### src/hw/rtl/sice_pkg.sv
package sice_pkg;

	// Default sizing handed to the top level.
	localparam int VALUE_BITS_DEF = 16;
	localparam int MAX_REPEAT_DEF = 16;

	// Output symbol codes.
	localparam logic [1:0] SYM_SPACE = 2'd0;
	localparam logic [1:0] SYM_TAB   = 2'd1;
	localparam logic [1:0] SYM_LF    = 2'd2;

	// Instruction opcodes.
	localparam logic [4:0] KIND_GETC   = 5'd0;
	localparam logic [4:0] KIND_PUTC   = 5'd1;
	localparam logic [4:0] KIND_GETN   = 5'd2;
	localparam logic [4:0] KIND_PUTN   = 5'd3;
	localparam logic [4:0] KIND_PUSH   = 5'd4;
	localparam logic [4:0] KIND_DUP    = 5'd5;
	localparam logic [4:0] KIND_DROP   = 5'd6;
	localparam logic [4:0] KIND_ADD    = 5'd7;
	localparam logic [4:0] KIND_SUB    = 5'd8;
	localparam logic [4:0] KIND_MUL    = 5'd9;
	localparam logic [4:0] KIND_DIV    = 5'd10;
	localparam logic [4:0] KIND_MOD    = 5'd11;
	localparam logic [4:0] KIND_STORE  = 5'd12;
	localparam logic [4:0] KIND_RECALL = 5'd13;
	localparam logic [4:0] KIND_CALL   = 5'd14;
	localparam logic [4:0] KIND_JUMP   = 5'd15;
	localparam logic [4:0] KIND_BZ     = 5'd16;
	localparam logic [4:0] KIND_BLTZ   = 5'd17;
	localparam logic [4:0] KIND_RET    = 5'd18;
	localparam logic [4:0] KIND_SWAP   = 5'd19;
	localparam logic [4:0] KIND_STOP   = 5'd20;
	localparam logic [4:0] KIND_LABEL  = 5'd21;
	localparam logic [4:0] KIND_COPY   = 5'd22;
	localparam logic [4:0] KIND_SLIDE  = 5'd23;

	// Controller states.
	typedef enum logic [3:0] {
		ST_IDLE,
		ST_LOAD,
		ST_ERR,
		ST_PFX1,
		ST_PFX2,
		ST_SIGN,
		ST_BITS,
		ST_LF,
		ST_OP
	} state_t;

	// Source of the symbol written into the output register.
	typedef enum logic [2:0] {
		SEL_SPACE,
		SEL_LF,
		SEL_SIGN,
		SEL_BIT,
		SEL_OP
	} sel_t;

	// Decoded instruction.
	typedef struct packed {
		logic            err;
		logic            warn;
		logic            push1;
		logic            push2;
		logic            num_after;
		logic            num_signed;
		logic            op_len4;
		logic [3:0][1:0] op_sym;
	} dec_t;

	// Commands from the controller to the datapath.
	typedef struct packed {
		logic load_dec;
		logic num_load;
		logic num_sel;
		logic op_step;
		logic bit_step;
		logic emit;
		sel_t sel;
		logic last;
		logic err;
	} cmd_t;

	// Status from the datapath to the controller.
	typedef struct packed {
		logic out_free;
		logic mag_zero;
		logic idx_zero;
		logic v1_zero;
		logic op_end;
		logic rep_zero;
		logic push1;
		logic push2;
		logic num_after;
		logic num_signed;
		logic err;
	} stat_t;

	// Operation symbol strings, first symbol in element zero.
	function automatic logic [3:0][1:0] ops4(input logic [1:0] a, input logic [1:0] b,
			input logic [1:0] c, input logic [1:0] d);
		logic [3:0][1:0] r;
		r[0] = a;
		r[1] = b;
		r[2] = c;
		r[3] = d;
		return r;
	endfunction

	function automatic logic [3:0][1:0] ops3(input logic [1:0] a, input logic [1:0] b,
			input logic [1:0] c);
		return ops4(a, b, c, SYM_SPACE);
	endfunction

endpackage

### src/hw/rtl/sice_decode.sv
module sice_decode #(
	parameter int VALUE_BITS = sice_pkg::VALUE_BITS_DEF,
	parameter int MAX_REPEAT = sice_pkg::MAX_REPEAT_DEF
) (
	input  logic [4:0]                        kind,
	input  logic                              first_present,
	input  logic                              second_present,
	input  logic signed [15:0]                first_value,
	input  logic signed [15:0]                second_value,
	output sice_pkg::dec_t                    dec,
	output logic [$clog2(MAX_REPEAT+1)-1:0]   rep,
	output logic signed [15:0]                v1,
	output logic signed [15:0]                v2
);
	import sice_pkg::*;

	localparam int REP_W = $clog2(MAX_REPEAT + 1);
	localparam int VMAX  = (2 ** (VALUE_BITS - 1)) - 1;
	localparam int VMIN  = -(2 ** (VALUE_BITS - 1));

	logic             s1_ok;
	logic             s2_ok;
	logic             l1_ok;
	logic             rep_ok;
	logic             rep_form;
	logic             bad_kind;
	logic [1:0]       tail_c;
	logic [1:0]       tail_d;

	// Operand selection and range checks.
	always_comb begin
		v1     = first_present ? first_value : 16'sd0;
		v2     = second_present ? second_value : 16'sd0;
		s1_ok  = (int'(v1) >= VMIN) && (int'(v1) <= VMAX);
		s2_ok  = (int'(v2) >= VMIN) && (int'(v2) <= VMAX);
		l1_ok  = !v1[15] && s1_ok;
		rep_ok = !v1[15] && (int'(v1) <= MAX_REPEAT);
	end

	// Opcode decode into segments: pushes, repeated operation, trailing number.
	always_comb begin
		dec      = '0;
		rep      = REP_W'(1);
		rep_form = 1'b0;
		bad_kind = 1'b0;
		tail_c   = SYM_SPACE;
		tail_d   = SYM_SPACE;
		case (kind)
			KIND_GETC: begin
				dec.push1   = first_present;
				dec.op_sym  = ops4(SYM_TAB, SYM_LF, SYM_TAB, SYM_SPACE);
				dec.op_len4 = 1'b1;
			end
			KIND_PUTC: begin
				if (second_present) begin
					rep_form = 1'b1;
					rep      = v1[REP_W-1:0];
				end else begin
					dec.push1 = first_present;
				end
				dec.op_sym  = ops4(SYM_TAB, SYM_LF, SYM_SPACE, SYM_SPACE);
				dec.op_len4 = 1'b1;
			end
			KIND_GETN: begin
				dec.push1   = first_present;
				dec.op_sym  = ops4(SYM_TAB, SYM_LF, SYM_TAB, SYM_TAB);
				dec.op_len4 = 1'b1;
			end
			KIND_PUTN: begin
				if (second_present) begin
					rep_form = 1'b1;
					rep      = v1[REP_W-1:0];
				end else begin
					dec.push1 = first_present;
				end
				dec.op_sym  = ops4(SYM_TAB, SYM_LF, SYM_SPACE, SYM_TAB);
				dec.op_len4 = 1'b1;
			end
			KIND_PUSH: begin
				dec.push1 = 1'b1;
				rep       = '0;
			end
			KIND_DUP: begin
				if (first_present) begin
					rep_form = 1'b1;
					rep      = v1[REP_W-1:0];
				end
				dec.op_sym = ops3(SYM_SPACE, SYM_LF, SYM_SPACE);
			end
			KIND_DROP: begin
				if (first_present) begin
					rep_form = 1'b1;
					rep      = v1[REP_W-1:0];
				end
				dec.op_sym = ops3(SYM_SPACE, SYM_LF, SYM_LF);
			end
			KIND_ADD, KIND_SUB, KIND_MUL, KIND_DIV, KIND_MOD: begin
				case (kind)
					KIND_ADD: begin
						tail_c = SYM_SPACE;
						tail_d = SYM_SPACE;
					end
					KIND_SUB: begin
						tail_c = SYM_SPACE;
						tail_d = SYM_TAB;
					end
					KIND_MUL: begin
						tail_c = SYM_SPACE;
						tail_d = SYM_LF;
					end
					KIND_DIV: begin
						tail_c = SYM_TAB;
						tail_d = SYM_SPACE;
					end
					default: begin
						tail_c = SYM_TAB;
						tail_d = SYM_TAB;
					end
				endcase
				if (second_present) begin
					rep_form = 1'b1;
					rep      = v1[REP_W-1:0];
				end else begin
					dec.push1 = first_present;
					dec.warn  = first_present && (v1 == 16'sd0) &&
						((kind == KIND_DIV) || (kind == KIND_MOD));
				end
				dec.op_sym  = ops4(SYM_TAB, SYM_SPACE, tail_c, tail_d);
				dec.op_len4 = 1'b1;
			end
			KIND_STORE: begin
				dec.push1  = first_present | second_present;
				dec.push2  = second_present;
				dec.op_sym = ops3(SYM_TAB, SYM_TAB, SYM_SPACE);
			end
			KIND_RECALL: begin
				dec.push1  = first_present;
				dec.op_sym = ops3(SYM_TAB, SYM_TAB, SYM_TAB);
			end
			KIND_CALL: begin
				dec.num_after = 1'b1;
				dec.op_sym    = ops3(SYM_LF, SYM_SPACE, SYM_TAB);
			end
			KIND_JUMP: begin
				dec.num_after = 1'b1;
				dec.op_sym    = ops3(SYM_LF, SYM_SPACE, SYM_LF);
			end
			KIND_BZ: begin
				dec.num_after = 1'b1;
				dec.op_sym    = ops3(SYM_LF, SYM_TAB, SYM_SPACE);
			end
			KIND_BLTZ: begin
				dec.num_after = 1'b1;
				dec.op_sym    = ops3(SYM_LF, SYM_TAB, SYM_TAB);
			end
			KIND_RET: begin
				dec.op_sym = ops3(SYM_LF, SYM_TAB, SYM_LF);
			end
			KIND_SWAP: begin
				dec.op_sym = ops3(SYM_SPACE, SYM_LF, SYM_TAB);
			end
			KIND_STOP: begin
				dec.op_sym = ops3(SYM_LF, SYM_LF, SYM_LF);
			end
			KIND_LABEL: begin
				dec.num_after = 1'b1;
				dec.op_sym    = ops3(SYM_LF, SYM_SPACE, SYM_SPACE);
			end
			KIND_COPY: begin
				dec.num_after  = 1'b1;
				dec.num_signed = 1'b1;
				dec.op_sym     = ops3(SYM_SPACE, SYM_TAB, SYM_SPACE);
			end
			KIND_SLIDE: begin
				dec.num_after  = 1'b1;
				dec.num_signed = 1'b1;
				dec.op_sym     = ops3(SYM_SPACE, SYM_TAB, SYM_LF);
			end
			default: begin
				bad_kind = 1'b1;
			end
		endcase
		dec.err = bad_kind
			| (dec.push1 & !s1_ok)
			| (dec.push2 & !s2_ok)
			| (dec.num_after & dec.num_signed & !s1_ok)
			| (dec.num_after & !dec.num_signed & !l1_ok)
			| (rep_form & !rep_ok);
	end

endmodule

### src/hw/rtl/sice_ctrl.sv
module sice_ctrl (
	input  logic            clk,
	input  logic            arst_n,
	input  logic            in_valid,
	output logic            in_ready,
	input  sice_pkg::stat_t stat,
	output sice_pkg::cmd_t  cmd
);
	import sice_pkg::*;

	state_t state_q;
	state_t state_n;
	logic   num2_q;
	logic   num2_n;
	logic   post_q;
	logic   post_n;
	logic   pend2;

	// State register and segment flags.
	always_ff @(posedge clk or negedge arst_n) begin
		if (!arst_n) begin
			state_q <= ST_IDLE;
			num2_q  <= 1'b0;
			post_q  <= 1'b0;
		end else begin
			state_q <= state_n;
			num2_q  <= num2_n;
			post_q  <= post_n;
		end
	end

	// Next state and commands; every symbol step waits for a free output register.
	always_comb begin
		state_n  = state_q;
		num2_n   = num2_q;
		post_n   = post_q;
		cmd      = '0;
		cmd.sel  = SEL_SPACE;
		in_ready = 1'b0;
		pend2    = !num2_q && stat.push2;
		case (state_q)
			ST_IDLE: begin
				in_ready = 1'b1;
				if (in_valid) begin
					cmd.load_dec = 1'b1;
					state_n      = ST_LOAD;
				end
			end
			ST_LOAD: begin
				num2_n = 1'b0;
				post_n = 1'b0;
				if (stat.err) begin
					state_n = ST_ERR;
				end else if (stat.push1) begin
					state_n = ST_PFX1;
				end else if (!stat.rep_zero) begin
					state_n = ST_OP;
				end else begin
					state_n = ST_IDLE;
				end
			end
			ST_ERR: begin
				if (stat.out_free) begin
					cmd.emit = 1'b1;
					cmd.sel  = SEL_SPACE;
					cmd.last = 1'b1;
					cmd.err  = 1'b1;
					state_n  = ST_IDLE;
				end
			end
			ST_PFX1: begin
				if (stat.out_free) begin
					cmd.emit     = 1'b1;
					cmd.sel      = SEL_SPACE;
					cmd.num_load = 1'b1;
					cmd.num_sel  = num2_q;
					state_n      = ST_PFX2;
				end
			end
			ST_PFX2: begin
				if (stat.out_free) begin
					cmd.emit = 1'b1;
					cmd.sel  = SEL_SPACE;
					state_n  = ST_SIGN;
				end
			end
			ST_SIGN: begin
				if (stat.out_free) begin
					cmd.emit = 1'b1;
					cmd.sel  = SEL_SIGN;
					state_n  = stat.mag_zero ? ST_LF : ST_BITS;
				end
			end
			ST_BITS: begin
				if (stat.out_free) begin
					cmd.emit     = 1'b1;
					cmd.sel      = SEL_BIT;
					cmd.bit_step = 1'b1;
					if (stat.idx_zero) begin
						state_n = ST_LF;
					end
				end
			end
			ST_LF: begin
				if (stat.out_free) begin
					cmd.emit = 1'b1;
					cmd.sel  = SEL_LF;
					cmd.last = post_q || (!pend2 && stat.rep_zero);
					if (post_q) begin
						state_n = ST_IDLE;
					end else if (pend2) begin
						num2_n  = 1'b1;
						state_n = ST_PFX1;
					end else if (!stat.rep_zero) begin
						state_n = ST_OP;
					end else begin
						state_n = ST_IDLE;
					end
				end
			end
			ST_OP: begin
				if (stat.out_free) begin
					cmd.emit    = 1'b1;
					cmd.sel     = SEL_OP;
					cmd.op_step = 1'b1;
					cmd.last    = stat.op_end && !stat.num_after;
					if (stat.op_end) begin
						if (stat.num_after) begin
							cmd.num_load = 1'b1;
							cmd.num_sel  = 1'b0;
							post_n       = 1'b1;
							if (stat.num_signed) begin
								state_n = ST_SIGN;
							end else begin
								state_n = stat.v1_zero ? ST_LF : ST_BITS;
							end
						end else begin
							state_n = ST_IDLE;
						end
					end
				end
			end
			default: begin
				state_n = ST_IDLE;
			end
		endcase
	end

endmodule

### src/hw/rtl/sice_dp.sv
module sice_dp #(
	parameter int VALUE_BITS = sice_pkg::VALUE_BITS_DEF,
	parameter int MAX_REPEAT = sice_pkg::MAX_REPEAT_DEF
) (
	input  logic                            clk,
	input  logic                            arst_n,
	input  sice_pkg::cmd_t                  cmd,
	input  sice_pkg::dec_t                  dec_n,
	input  logic [$clog2(MAX_REPEAT+1)-1:0] rep_n,
	input  logic signed [15:0]              v1_n,
	input  logic signed [15:0]              v2_n,
	output sice_pkg::stat_t                 stat,
	output logic                            out_valid,
	input  logic                            out_ready,
	output logic [1:0]                      symbol,
	output logic                            last,
	output logic                            div_zero_warning,
	output logic                            range_error
);
	import sice_pkg::*;

	localparam int REP_W = $clog2(MAX_REPEAT + 1);
	localparam int MAG_W = (VALUE_BITS < 16) ? VALUE_BITS : 16;
	localparam int IDX_W = $clog2(MAG_W);

	dec_t             dec_q;
	logic [REP_W-1:0] rep_q;
	logic [1:0]       opi_q;
	logic             v1_neg_q;
	logic [MAG_W-1:0] v1_mag_q;
	logic             v2_neg_q;
	logic [MAG_W-1:0] v2_mag_q;
	logic             neg_q;
	logic [MAG_W-1:0] mag_q;
	logic [IDX_W-1:0] idx_q;
	logic             out_valid_q;
	logic [1:0]       symbol_q;
	logic             last_q;
	logic             warn_q;
	logic             err_q;

	logic [16:0]      v1_abs;
	logic [16:0]      v2_abs;
	logic [MAG_W-1:0] ld_mag;
	logic             ld_neg;
	logic [IDX_W-1:0] ld_top;
	logic [1:0]       op_last;
	logic [1:0]       sym_n;

	// Magnitudes of the two operands.
	always_comb begin
		v1_abs = v1_n[15] ? (17'd0 - {v1_n[15], v1_n}) : {1'b0, v1_n};
		v2_abs = v2_n[15] ? (17'd0 - {v2_n[15], v2_n}) : {1'b0, v2_n};
	end

	// Number source for the bit shifter and its most significant set bit.
	always_comb begin
		ld_mag = cmd.num_sel ? v2_mag_q : v1_mag_q;
		ld_neg = cmd.num_sel ? v2_neg_q : v1_neg_q;
		ld_top = '0;
		for (int i = 0; i < MAG_W; i++) begin
			if (ld_mag[i]) begin
				ld_top = IDX_W'(i);
			end
		end
	end

	// Decoded instruction and operands, held for the whole instruction.
	always_ff @(posedge clk) begin
		if (cmd.load_dec) begin
			dec_q    <= dec_n;
			v1_neg_q <= v1_n[15];
			v1_mag_q <= v1_abs[MAG_W-1:0];
			v2_neg_q <= v2_n[15];
			v2_mag_q <= v2_abs[MAG_W-1:0];
		end
		if (cmd.num_load) begin
			neg_q <= ld_neg;
			mag_q <= ld_mag;
		end
	end

	// Operation symbol index and repeat counter; bit index of the number.
	always_comb begin
		op_last = dec_q.op_len4 ? 2'd3 : 2'd2;
	end

	always_ff @(posedge clk or negedge arst_n) begin
		if (!arst_n) begin
			rep_q <= '0;
			opi_q <= '0;
			idx_q <= '0;
		end else begin
			if (cmd.load_dec) begin
				rep_q <= rep_n;
				opi_q <= '0;
			end else if (cmd.op_step) begin
				if (opi_q == op_last) begin
					opi_q <= '0;
					rep_q <= rep_q - REP_W'(1);
				end else begin
					opi_q <= opi_q + 2'd1;
				end
			end
			if (cmd.num_load) begin
				idx_q <= ld_top;
			end else if (cmd.bit_step) begin
				idx_q <= idx_q - IDX_W'(1);
			end
		end
	end

	// Symbol selection for the beat being written.
	always_comb begin
		case (cmd.sel)
			SEL_SPACE: sym_n = SYM_SPACE;
			SEL_LF:    sym_n = SYM_LF;
			SEL_SIGN:  sym_n = neg_q ? SYM_TAB : SYM_SPACE;
			SEL_BIT:   sym_n = mag_q[idx_q] ? SYM_TAB : SYM_SPACE;
			SEL_OP:    sym_n = dec_q.op_sym[opi_q];
			default:   sym_n = SYM_SPACE;
		endcase
	end

	// Output register: a new beat is written when the slot is empty or being taken.
	always_ff @(posedge clk or negedge arst_n) begin
		if (!arst_n) begin
			out_valid_q <= 1'b0;
		end else if (cmd.emit) begin
			out_valid_q <= 1'b1;
		end else if (out_ready) begin
			out_valid_q <= 1'b0;
		end
	end

	always_ff @(posedge clk) begin
		if (cmd.emit) begin
			symbol_q <= sym_n;
			last_q   <= cmd.last;
			warn_q   <= dec_q.warn && !cmd.err;
			err_q    <= cmd.err;
		end
	end

	assign out_valid        = out_valid_q;
	assign symbol           = symbol_q;
	assign last             = last_q;
	assign div_zero_warning = warn_q;
	assign range_error      = err_q;

	// Status towards the controller.
	always_comb begin
		stat            = '0;
		stat.out_free   = !out_valid_q || out_ready;
		stat.mag_zero   = (mag_q == '0);
		stat.idx_zero   = (idx_q == '0);
		stat.v1_zero    = (v1_mag_q == '0);
		stat.op_end     = (opi_q == op_last) && (rep_q == REP_W'(1));
		stat.rep_zero   = (rep_q == '0);
		stat.push1      = dec_q.push1;
		stat.push2      = dec_q.push2;
		stat.num_after  = dec_q.num_after;
		stat.num_signed = dec_q.num_signed;
		stat.err        = dec_q.err;
	end

endmodule

### src/hw/rtl/stack_instruction_char_encoder.sv
// An accepted beat is registered and checked in the controller's load state, then its first
// symbol is written into the output register once that is free. Throughput: one symbol per
// cycle while the consumer is ready; an instruction of N symbols (N from 0 to 64) is stepped
// by the controller into the output register. The next instruction is accepted once the last
// symbol of the current one has been written, even while that symbol still waits.
// Reset: arst_n low clears the controller, the counters and the output valid at once.
module stack_instruction_char_encoder #(
	parameter int VALUE_BITS = sice_pkg::VALUE_BITS_DEF,
	parameter int MAX_REPEAT = sice_pkg::MAX_REPEAT_DEF
) (
	input  logic               clk,
	input  logic               arst_n,
	input  logic               in_valid,
	output logic               in_ready,
	input  logic [4:0]         kind,
	input  logic               first_present,
	input  logic               second_present,
	input  logic signed [15:0] first_value,
	input  logic signed [15:0] second_value,
	output logic               out_valid,
	input  logic               out_ready,
	output logic [1:0]         symbol,
	output logic               last,
	output logic               div_zero_warning,
	output logic               range_error
);
	import sice_pkg::*;

	localparam int REP_W = $clog2(MAX_REPEAT + 1);

	dec_t               dec;
	logic [REP_W-1:0]   rep;
	logic signed [15:0] v1;
	logic signed [15:0] v2;
	cmd_t               cmd;
	stat_t              stat;

	// Instruction decode and range checks.
	sice_decode #(
		.VALUE_BITS(VALUE_BITS),
		.MAX_REPEAT(MAX_REPEAT)
	) u_decode (
		.kind          (kind),
		.first_present (first_present),
		.second_present(second_present),
		.first_value   (first_value),
		.second_value  (second_value),
		.dec           (dec),
		.rep           (rep),
		.v1            (v1),
		.v2            (v2)
	);

	// Segment sequencer.
	sice_ctrl u_ctrl (
		.clk     (clk),
		.arst_n  (arst_n),
		.in_valid(in_valid),
		.in_ready(in_ready),
		.stat    (stat),
		.cmd     (cmd)
	);

	// Operand registers, counters, bit shifter and output register.
	sice_dp #(
		.VALUE_BITS(VALUE_BITS),
		.MAX_REPEAT(MAX_REPEAT)
	) u_dp (
		.clk             (clk),
		.arst_n          (arst_n),
		.cmd             (cmd),
		.dec_n           (dec),
		.rep_n           (rep),
		.v1_n            (v1),
		.v2_n            (v2),
		.stat            (stat),
		.out_valid       (out_valid),
		.out_ready       (out_ready),
		.symbol          (symbol),
		.last            (last),
		.div_zero_warning(div_zero_warning),
		.range_error     (range_error)
	);

endmodule

### config.mk
export PLATFORM = sky130hd
export DESIGN_NAME = stack_instruction_char_encoder
export DESIGN_NICKNAME = d
export VERILOG_FILES = /design/src/hw/rtl/sice_pkg.sv /design/src/hw/rtl/sice_decode.sv /design/src/hw/rtl/sice_ctrl.sv /design/src/hw/rtl/sice_dp.sv /design/src/hw/rtl/stack_instruction_char_encoder.sv
export SDC_FILE = /design/constraint.sdc
export NUM_CORES = 1
export LEC_CHECK = 0
export CORE_ASPECT_RATIO = 1.2
export CORE_MARGIN = 2
export CORE_UTILIZATION = 52
export CTS_CLUSTER_DIAMETER = 30
export DETAILED_ROUTE_END_ITERATION = 10
export DONT_BUFFER_PORTS = 1
export HOLD_SLACK_MARGIN = 0.12
export PLACE_DENSITY = 0.71
export SYNTH_ARGS = -nofsm -noshare
export SYNTH_HDL_FRONTEND = slang
export SYNTH_SLANG_ARGS = --single-unit
export TNS_END_PERCENT = 50
### constraint.sdc
create_clock -name clk -period 3.7 [get_ports clk]
set_input_delay 0.74 -clock clk [delete_from_list [all_inputs] [get_ports clk]]
set_output_delay 0.74 -clock clk [all_outputs]
set_load 0.1 [all_outputs]
# Word level (Yosys, flattened, before mapping)
# Cells that the tools add are included.
# op_classes
eq_ne	50
addsub	5
reduce_logical	55
bitwise_logic	14
div	0
shift	0
mux	103
order_cmp	7
n_mul	0
# op_table
operator	count
one-hot mux 8 bit (19 select lines)	1
two-way mux 4 bit	29
zero test 16 bit	3
two-way mux 16 bit	3
== test 5 x 4 -> 1 bit (second input constant)	8
== test 5 bit (second input constant)	8
two-way mux 5 bit	8
one-hot mux 4 bit (9 select lines)	1
greater-or-equal comparator 16 bit (second input constant)	2
less-or-equal comparator 16 bit (second input constant)	2
two-way mux 1 bit	32
subtractor 1 x 16 -> 16 bit (first input constant)	2
two-way mux 15 bit	2
one-hot mux 4 bit (6 select lines)	1
OR reduction 24 bit	1
== test 5 x 3 -> 1 bit (second input constant)	4
!= test 2 bit (second input constant)	10
two-way mux 2 bit	9
== test 4 x 3 -> 1 bit (second input constant)	4
less-or-equal comparator 16 x 6 -> 1 bit (second input constant)	1
two-way mux 3 bit	5
one-hot mux 5 bit (3 select lines)	1
OR reduction 7 bit	2
nonzero test 2 bit	6
other kinds (38)	89
# word_totals
inputBits	43
memories	0
latch_bits	0
mem_bits_rw	0
output_inout_bits	7
mem_bits_ro	0
elab_cells	264
reg_bits	89

# Logic depth before layout (Yosys ltp)
# Gate-level depths: netlist (run 1).
# depth
depth_word	23
depth_mapped	7
ltp_nobuf	6

# Modules after synthesis
# Synthesis (run 1) repeated with hierarchy kept, for this count alone.
# hier_totals
cells_unflattened	544
area_unflattened_um2	5621.6
# by_module_without_submodules
module	instances	seq_area_each_um2	cells_each	area_per_inst_um2
sice_dp	1	2432.3	333	4221.5
sice_decode	1	0.0	126	755.7
sice_ctrl	1	150.1	85	644.4

# Least setup slack after synthesis (run 1)
# Ideal clock, no wire load.
# synth_timing
kind	register to register
startpoint	register u_ctrl.state_q[3]
endpoint	register u_dp.rep_q[2]
path_slack_ns	-1.471
path_buffers	2
period_less_slack_ns	5.171
stages_incl_launch_ff	7
t_required_ns	3.605
arrival_time_ns	5.076
setup_time_ns	0.095
cell_sequence	dfrtp_1 -> clkbuf_1 -> nor4_1 -> and2_1 -> buf_2 -> nand3_1 -> o22ai_1
# synth_lines
element	line	source
start, declared	sice_ctrl.sv:11	state_t state_q;
start signal, assigned	sice_ctrl.sv:26	state_q <= state_n;
end signal, assigned	sice_dp.sv:95	rep_q <= rep_n;
end signal, assigned	sice_dp.sv:100	rep_q <= rep_q - REP_W'(1);
end, declared	sice_dp.sv:27	logic [REP_W-1:0] rep_q;

# Final worst setup path (run 1)
# layout_timing
startpoint	register u_ctrl.state_q[3]
endpoint	register u_dp.rep_q[4]
# layout_via
elab_chain_cells	4
elab_cells_between_ends	8
classes_between	1 x eq/ne; 3 x mux; 4 x reduce/logical
# layout_rtl
element	line	source
== test 4 bit / zero test 4 bit (equally long branches)	sice_ctrl.sv:41	case (state_q)
two-way mux 1 bit	sice_ctrl.sv:41	
nonzero test 2 bit (no line)	-	
AND reduction 2 bit (no line)	-	
# Several ways; a longest one is shown, not always the timed one.
# A chain may end at the register's enable or synchronous reset.

==> results of run 1 <==
through the flow:
| stage | setup slack [ns] | area [um2] | power, mW |
|---|---|---|---|
| finish | 1.34 | 5790 | 3.65 |
| global route | 1.18 | 5790 | 3.84 |
| CTS | 1.34 | 5790 | 3.66 |
| detailed placement | 1.36 | 5510 | 2.83 |
| global placement | 1.42 | 5510 | 2.81 |
| floorplan | 0.471 | 5420 | 2.61 |
metal layers:
metal	GRT usage [%]	routed length, um
met1	28.5	5190
met2	34.9	5580
met3	4.16	552
met4	9.11	214
met5	0	0
synthesized netlist by cell type, types with 3 or more instances:
library cell,instances,area share [%]
and3_1,3,0.35
o41ai_1,4,0.65
ha_1,5,1.2
dfrtp_1,18,8.3
nor3_1,11,1.0
a32oi_1,3,0.49
mux4_2,7,2.9
o22ai_1,4,0.46
a21oi_1,23,2.1
or4_1,5,0.69
a2111oi_0,3,0.49
a211oi_1,4,0.56
a31oi_1,5,0.58
and2_1,6,0.69
nand4_1,5,0.58
o31ai_1,9,1.2
nor2b_1,11,1.3
nor2_1,58,4.0
xor2_1,19,3.1
a32o_1,3,0.56
or3_1,3,0.35
o211ai_1,3,0.42
nand3_1,10,0.93
nand2_1,45,3.1
mux2i_1,7,1.3
o21ai_1,6,0.56
nand2b_1,7,0.81
a22o_1,3,0.49
buf_2,9,0.83
inv_1,23,1.6
a21o_1,3,0.42
xnor2_1,14,2.3
o21a_1,3,0.42
mux2_2,6,1.2
clkbuf_1,18,1.2
nor4_1,19,2.2
o21ai_0,19,1.8
edfxtp_1,71,39
mux2_1,9,1.9
state kept, by name, summed over array words and instances (netlist names), 4 cells and up:
signal / cells
u_dp.mag_q: 16
u_dp.v1_mag_q: 16
u_dp.v2_mag_q: 16
u_dp.dec_q: 10
u_dp.rep_q: 5
u_dp.stat: 5
u_ctrl.state_q: 4
u_dp.idx_q: 4
power groups by stage:
stage | clock network (mW) | registers [mW] | logic (mW)
detailed placement | 0 | 1.84 | 0.987
CTS | 0.836 | 1.82 | 1.00
global route | 0.875 | 1.86 | 1.11
finish | 0.821 | 1.83 | 0.999
global placement | 0 | 1.83 | 0.977
floorplan | 0 | 1.73 | 0.877
cell families after synthesis:
family	share of synthesized area [%]
xor gates and xnor gates	5.65
and+or+nand+nor	18.8
adders and majority gates	1.16
buffers and inverters	4.30
AOI/OAI and AO/OA	15.0
muxes	7.33
DFF	47.8
area by class of cell:
type,instances,share of cell area [%]
timing repair buffer,7,1.17
clock buffer,10,3.96
inverter,25,1.62
clock inverter,6,0.714
sequential,89,44.6
tap,126,2.72
multi-input combinational,382,45.2
critical path, stage by stage (launching register included):
cell     delay, ns
dfrtp_1       0.56
nor4_4        0.33
buf_4         0.33
and2_2        0.40
buf_12        0.28
nand3_1       0.16
o22ai_1       0.20
worst max-delay path by stage:
| stage | to | startpoint | slack (ns) | cells after the start |
|---|---|---|---|---|
| after floorplan | u_dp.rep_q[2] | u_ctrl.state_q[3] | 0.47 | 6 |
| after global placement | u_dp.v2_mag_q[14] | second_value[5] | 1.42 | 5 |
| after detailed placement | u_dp.rep_q[4] | u_ctrl.state_q[2] | 1.36 | 6 |
| after CTS | u_dp.rep_q[4] | u_ctrl.state_q[3] | 1.34 | 6 |
| after global routing | u_dp.rep_q[4] | u_ctrl.state_q[2] | 1.18 | 6 |
| final | u_dp.rep_q[4] | u_ctrl.state_q[3] | 1.34 | 6 |
repair_timing:
action                    CTS  global route
hold endpoints to repair   18             0
hold buffers                1             0
setup buffers               0             0
==> impl_metrics.json, run 1 <==
{
  "clk_pin_slew_ns": 0.06,
  "min_from": "u_dp.v1_neg_q",
  "rows": 40,
  "antenna_left": 0,
  "finalNonFillerCells": 645,
  "clock-sinks": 89,
  "yosysUniqueCellTypes": 71,
  "clkLatencyLatePin_ns": 0.34,
  "max-clock-path-buffers": 2,
  "pwr-share-seq_pct": 50.1,
  "p_leak_nw": 2.04,
  "final-seq-area_um2": 2580,
  "wire_per_inst_um": 17.9,
  "worstReg2RegEnd": "u_dp.rep_q[4]",
  "final_common_cell": "edfxtp_1",
  "ir_drop_uv": 252,
  "ys.warnings.count": 0,
  "cts_root_buffer": "clkbuf_16",
  "path_class": "flip-flop to flip-flop",
  "antenna_found_initial": 0,
  "drt_wl_total_um": 11500,
  "fillers": 813,
  "power_switching_share_pct": 38.0,
  "grt_first_pass_wirelength_um": 19100,
  "async_flop_share_pct": 20.2,
  "finalSetupViolCount": 0,
  "hp-class": "flip-flop to flip-flop",
  "comb_power_share_pct": 27.4,
  "ys.flop_type": "edfxtp_1",
  "gr-total-overflow": 0,
  "dr.first_iter.drc_count": 289,
  "core_area_um2": 10100,
  "power_density_nw_per_um2": 631,
  "dp_hpwl_um": 8600,
  "drv_slew": 0,
  "netlist_area_um2": 5410,
  "fmax_mhz": 423,
  "die_h_um": 116,
  "syn2layout_area_growth_pct": 7.01,
  "whs_endpoint": "u_dp.neg_q",
  "drt-vias-per-instance": 6.20,
  "endpoint_kind": "flip-flop",
  "synth_fp_nets": 574,
  "dieArea_um2": 11200,
  "synth_seq_area_share_pct": 47.8,
  "vias": 4000,
  "antenna_cells": 0,
  "p_int_mw": 2.26,
  "final_nets": 562,
  "power.share.clock_pct": 22.5,
  "reg2regPathDepth": 6,
  "cts_tree": "yes",
  "tritoncts.num_buffers": 9,
  "grt_pass1_vias": 3875,
  "hold_viol_final": 0,
  "htree_num_levels": 3,
  "drc": 0,
  "ios": 50,
  "arrival_ns": 2.61,
  "period_needed_ns": 2.36,
  "multi_input_area_um2": 2620,
  "grt_usage_pct": 21.4,
  "slew-limit-headroom_pct": 36.9,
  "drt_pass1_iterations": 5,
  "drive_gt1_share_pct": 9.44,
  "status": "finished, final reports clean",
  "finClkSkew_ns": 0.00582,
  "cts-resized-gates": 0,
  "reg2reg_slack_ns": 1.34,
  "grt_max_degree": 48,
  "maxCapViolCount": 0,
  "final_cell_mix": "edfxtp_1, nor2_1, nand2_1",
  "gp_congestion": 0.884,
  "synth_edf_count": 71,
  "start_kind": "flip-flop",
  "p_sw_mw": 1.39,
  "fin_crit_sh_pct": 63.9,
  "io_buffers": 0,
  "timing.hold.ws_ns": 0.542,
  "setup_tns_ns": 0,
  "initial_core_util_pct": 53.8,
  "worst_pin_slew_ns": 0.943,
  "fp.dieW_um": 97.1,
  "fin_util_pct": 57.5,
  "synth_area_per_cell_um2": 10.3,
  "reg2reg_from": "u_ctrl.state_q[3]",
  "rsz0062_at_grt": "no",
  "dp.cells": 628,
  "cp_max_fo": 47,
  "holdPathStages": 1,
  "ys_ff_latch": 89,
  "synth_cells": 526,
  "cp.required_ns": 3.95
}
Note: power is estimated with default switching activity, not from simulation.
==> inputs of run 2 (changes only) <==
--- a/config.mk
+++ b/config.mk
@@ -12,7 +12,7 @@
 export DETAILED_ROUTE_END_ITERATION = 10
 export DONT_BUFFER_PORTS = 1
 export HOLD_SLACK_MARGIN = 0.12
-export PLACE_DENSITY = 0.71
+export PLACE_DENSITY = 0.74
 export SYNTH_ARGS = -nofsm -noshare
 export SYNTH_HDL_FRONTEND = slang
 export SYNTH_SLANG_ARGS = --single-unit
==> constraint.sdc (replaced) <==
create_clock -name clk -period 1.9 [get_ports clk]
set_input_delay 0.38 -clock clk [delete_from_list [all_inputs] [get_ports clk]]
set_output_delay 0.38 -clock clk [all_outputs]
set_load 0.1 [all_outputs]
==> run 2 against run 1 <==
Effect of this change: the run now ends with setup timing left; register-to-register slack got worse by 1.4 ns; clock power rose by 110%; critical endpoint is now u_dp.symbol[0]; sequential cell count did not move; global-route usage rose by 1.1 points.
==> impl_metrics.json, run 2 (synthesis results as in run 1) <==
{
  "status": "finished with violations",
  "die_h_um": 116,
  "ios": 50,
  "max-clock-path-buffers": 2,
  "clock-sinks": 89,
  "wire_per_inst_um": 17.8,
  "setup.worst_path.start": "u_dp.idx_q[1]",
  "final_common_cell": "edfxtp_1",
  "tritoncts.num_buffers": 9,
  "min_from": "first_present",
  "cp.required_ns": 1.99,
  "htree_num_levels": 3,
  "endpoint_kind": "flip-flop",
  "finClkSkew_ns": 0.00660,
  "fmax_mhz": 504,
  "top_regs": "u_dp.mag_q: 16 flops, u_dp.v1_mag_q: 16 flops, u_dp.v2_mag_q: 16 flops",
  "violations": "setup timing",
  "reg2reg_from": "u_dp.idx_q[1]",
  "antenna_left": 0,
  "fp.dieW_um": 97.1,
  "syn2layout_area_growth_pct": 16.3,
  "start_kind": "flip-flop",
  "grt_max_degree": 25,
  "crit_slowest_cell": "mux4_2",
  "hold_viol_final": 0,
  "dp_hpwl_um": 9170,
  "period_needed_ns": 1.98,
  "dp_worst_setup_slack_ns": -0.172,
  "worst_pin_slew_ns": 0.857,
  "gp_congestion": 0.937,
  "worst_slack_ns": -0.0829,
  "slew-limit-headroom_pct": 42.7,
  "drive_gt1_share_pct": 19.1,
  "io_buffers": 0,
  "final_cell_mix": "edfxtp_1, nor2_1, nand2_1",
  "critical_path.cell_chain": "mux4_2 -> mux4_2 -> o311a_1",
  "drv_slew": 0,
  "cts_tree": "yes",
  "p_leak_nw": 2.30,
  "rows": 40,
  "final_nets": 608,
  "grt_usage_pct": 22.6,
  "antenna_found_initial": 0,
  "drt_wl_total_um": 12300,
  "grt_first_pass_wirelength_um": 20200,
  "critical_path.top_delay_family": "multiplexers",
  "timing.hold.ws_ns": 0.204,
  "drt_pass1_iterations": 5,
  "fin_util_pct": 62.5,
  "maxCapViolCount": 0,
  "dr.first_iter.drc_count": 375,
  "clk_pin_slew_ns": 0.06,
  "ir_drop_uv": 639,
  "arrival_ns": 2.08,
  "grtUsageMet2_pct": 37.5,
  "fin_crit_sh_pct": 104,
  "use_met1_pct": 29.8,
  "antenna_cells": 0,
  "rsz0062_at_grt": "yes",
  "cp_common_cell": "mux4_2",
  "hp-class": "input port to flip-flop",
  "reg2reg_slack_ns": -0.08,
  "cts_root_buffer": "clkbuf_16",
  "power_density_nw_per_um2": 1260,
  "path_class": "flip-flop to flip-flop",
  "dieArea_um2": 11200,
  "busiest_layer": "met2",
  "critPathMaxStageDelay_ns": 0.51,
  "core_area_um2": 10100,
  "clkLatencyLatePin_ns": 0.34,
  "grt_util_met3_pct": 4.04,
  "grt_pass1_vias": 4116,
  "drc": 0,
  "vias": 4269,
  "cp_max_fo": 5,
  "critPathBufInv": 0,
  "gr-total-overflow": 0,
  "initial_core_util_pct": 53.8,
  "finalSetupViolCount": 1,
  "drt-vias-per-instance": 6.18
}
## run 2: metrics by stage
step,instance area (um2),cells,power (mW),setup TNS [ns]
floorplan,5470,526,5.15,-55.74
global placement,5840,666,5.88,-0.126
detailed placement,5840,666,5.96,-0.195
CTS,6180,686,7.76,-0.108
global route,6290,691,8.32,-0.221
finish,6290,691,7.91,-0.0829
## run 2: worst reg2reg max path: stages (launching register included)
cell and delay [ns]:
dfrtp_2 0.44, mux4_2 0.51, mux4_2 0.49, o311a_1 0.30
## run 2: routing by layer
metal,vias up,routed length [um]
li1,2037,-
met1,2031,5230
met2,171,5990
met3,30,717
met4,0,368
met5,-,0
## run 2: layout make-up
| cell class | count | area (um2) |
|---|---|---|
| Fill cell | 782 | 3770 |
| Clock inverter | 7 | 70.1 |
| Sequential cell | 89 | 2590 |
| Multi-Input combinational cell | 382 | 2680 |
| Tap cell | 126 | 158 |
| Timing Repair Buffer | 53 | 474 |
| Inverter | 25 | 93.8 |
| Clock buffer | 9 | 225 |
## run 2: what timing repair did
action                                  4_1_cts  5_1_grt
endpoints found under the setup margin        6       21
setup buffers                                 3        5
gates resized for setup                       6       12
pin swaps                                     1        4
gates cloned                                  0        0
hold endpoints to repair                     18        0
hold buffers                                  1        0
## run 2: final timing paths
kind                                      to  cells after the start
max                           u_dp.symbol[0]                      3
min                            u_dp.rep_q[3]                      2
max reg2reg                   u_dp.symbol[0]                      3
min reg2reg                    u_ctrl.post_q                      1
max in group asynchronous  u_ctrl.state_q[0]                      1
min in group asynchronous      u_dp.idx_q[3]                      1
## run 2: power by group
part	internal, mW	leakage (nW)	switching, mW
clock	1.01	0.135	0.717
combinational	1.30	1.27	1.76
sequential	2.69	0.886	0.427
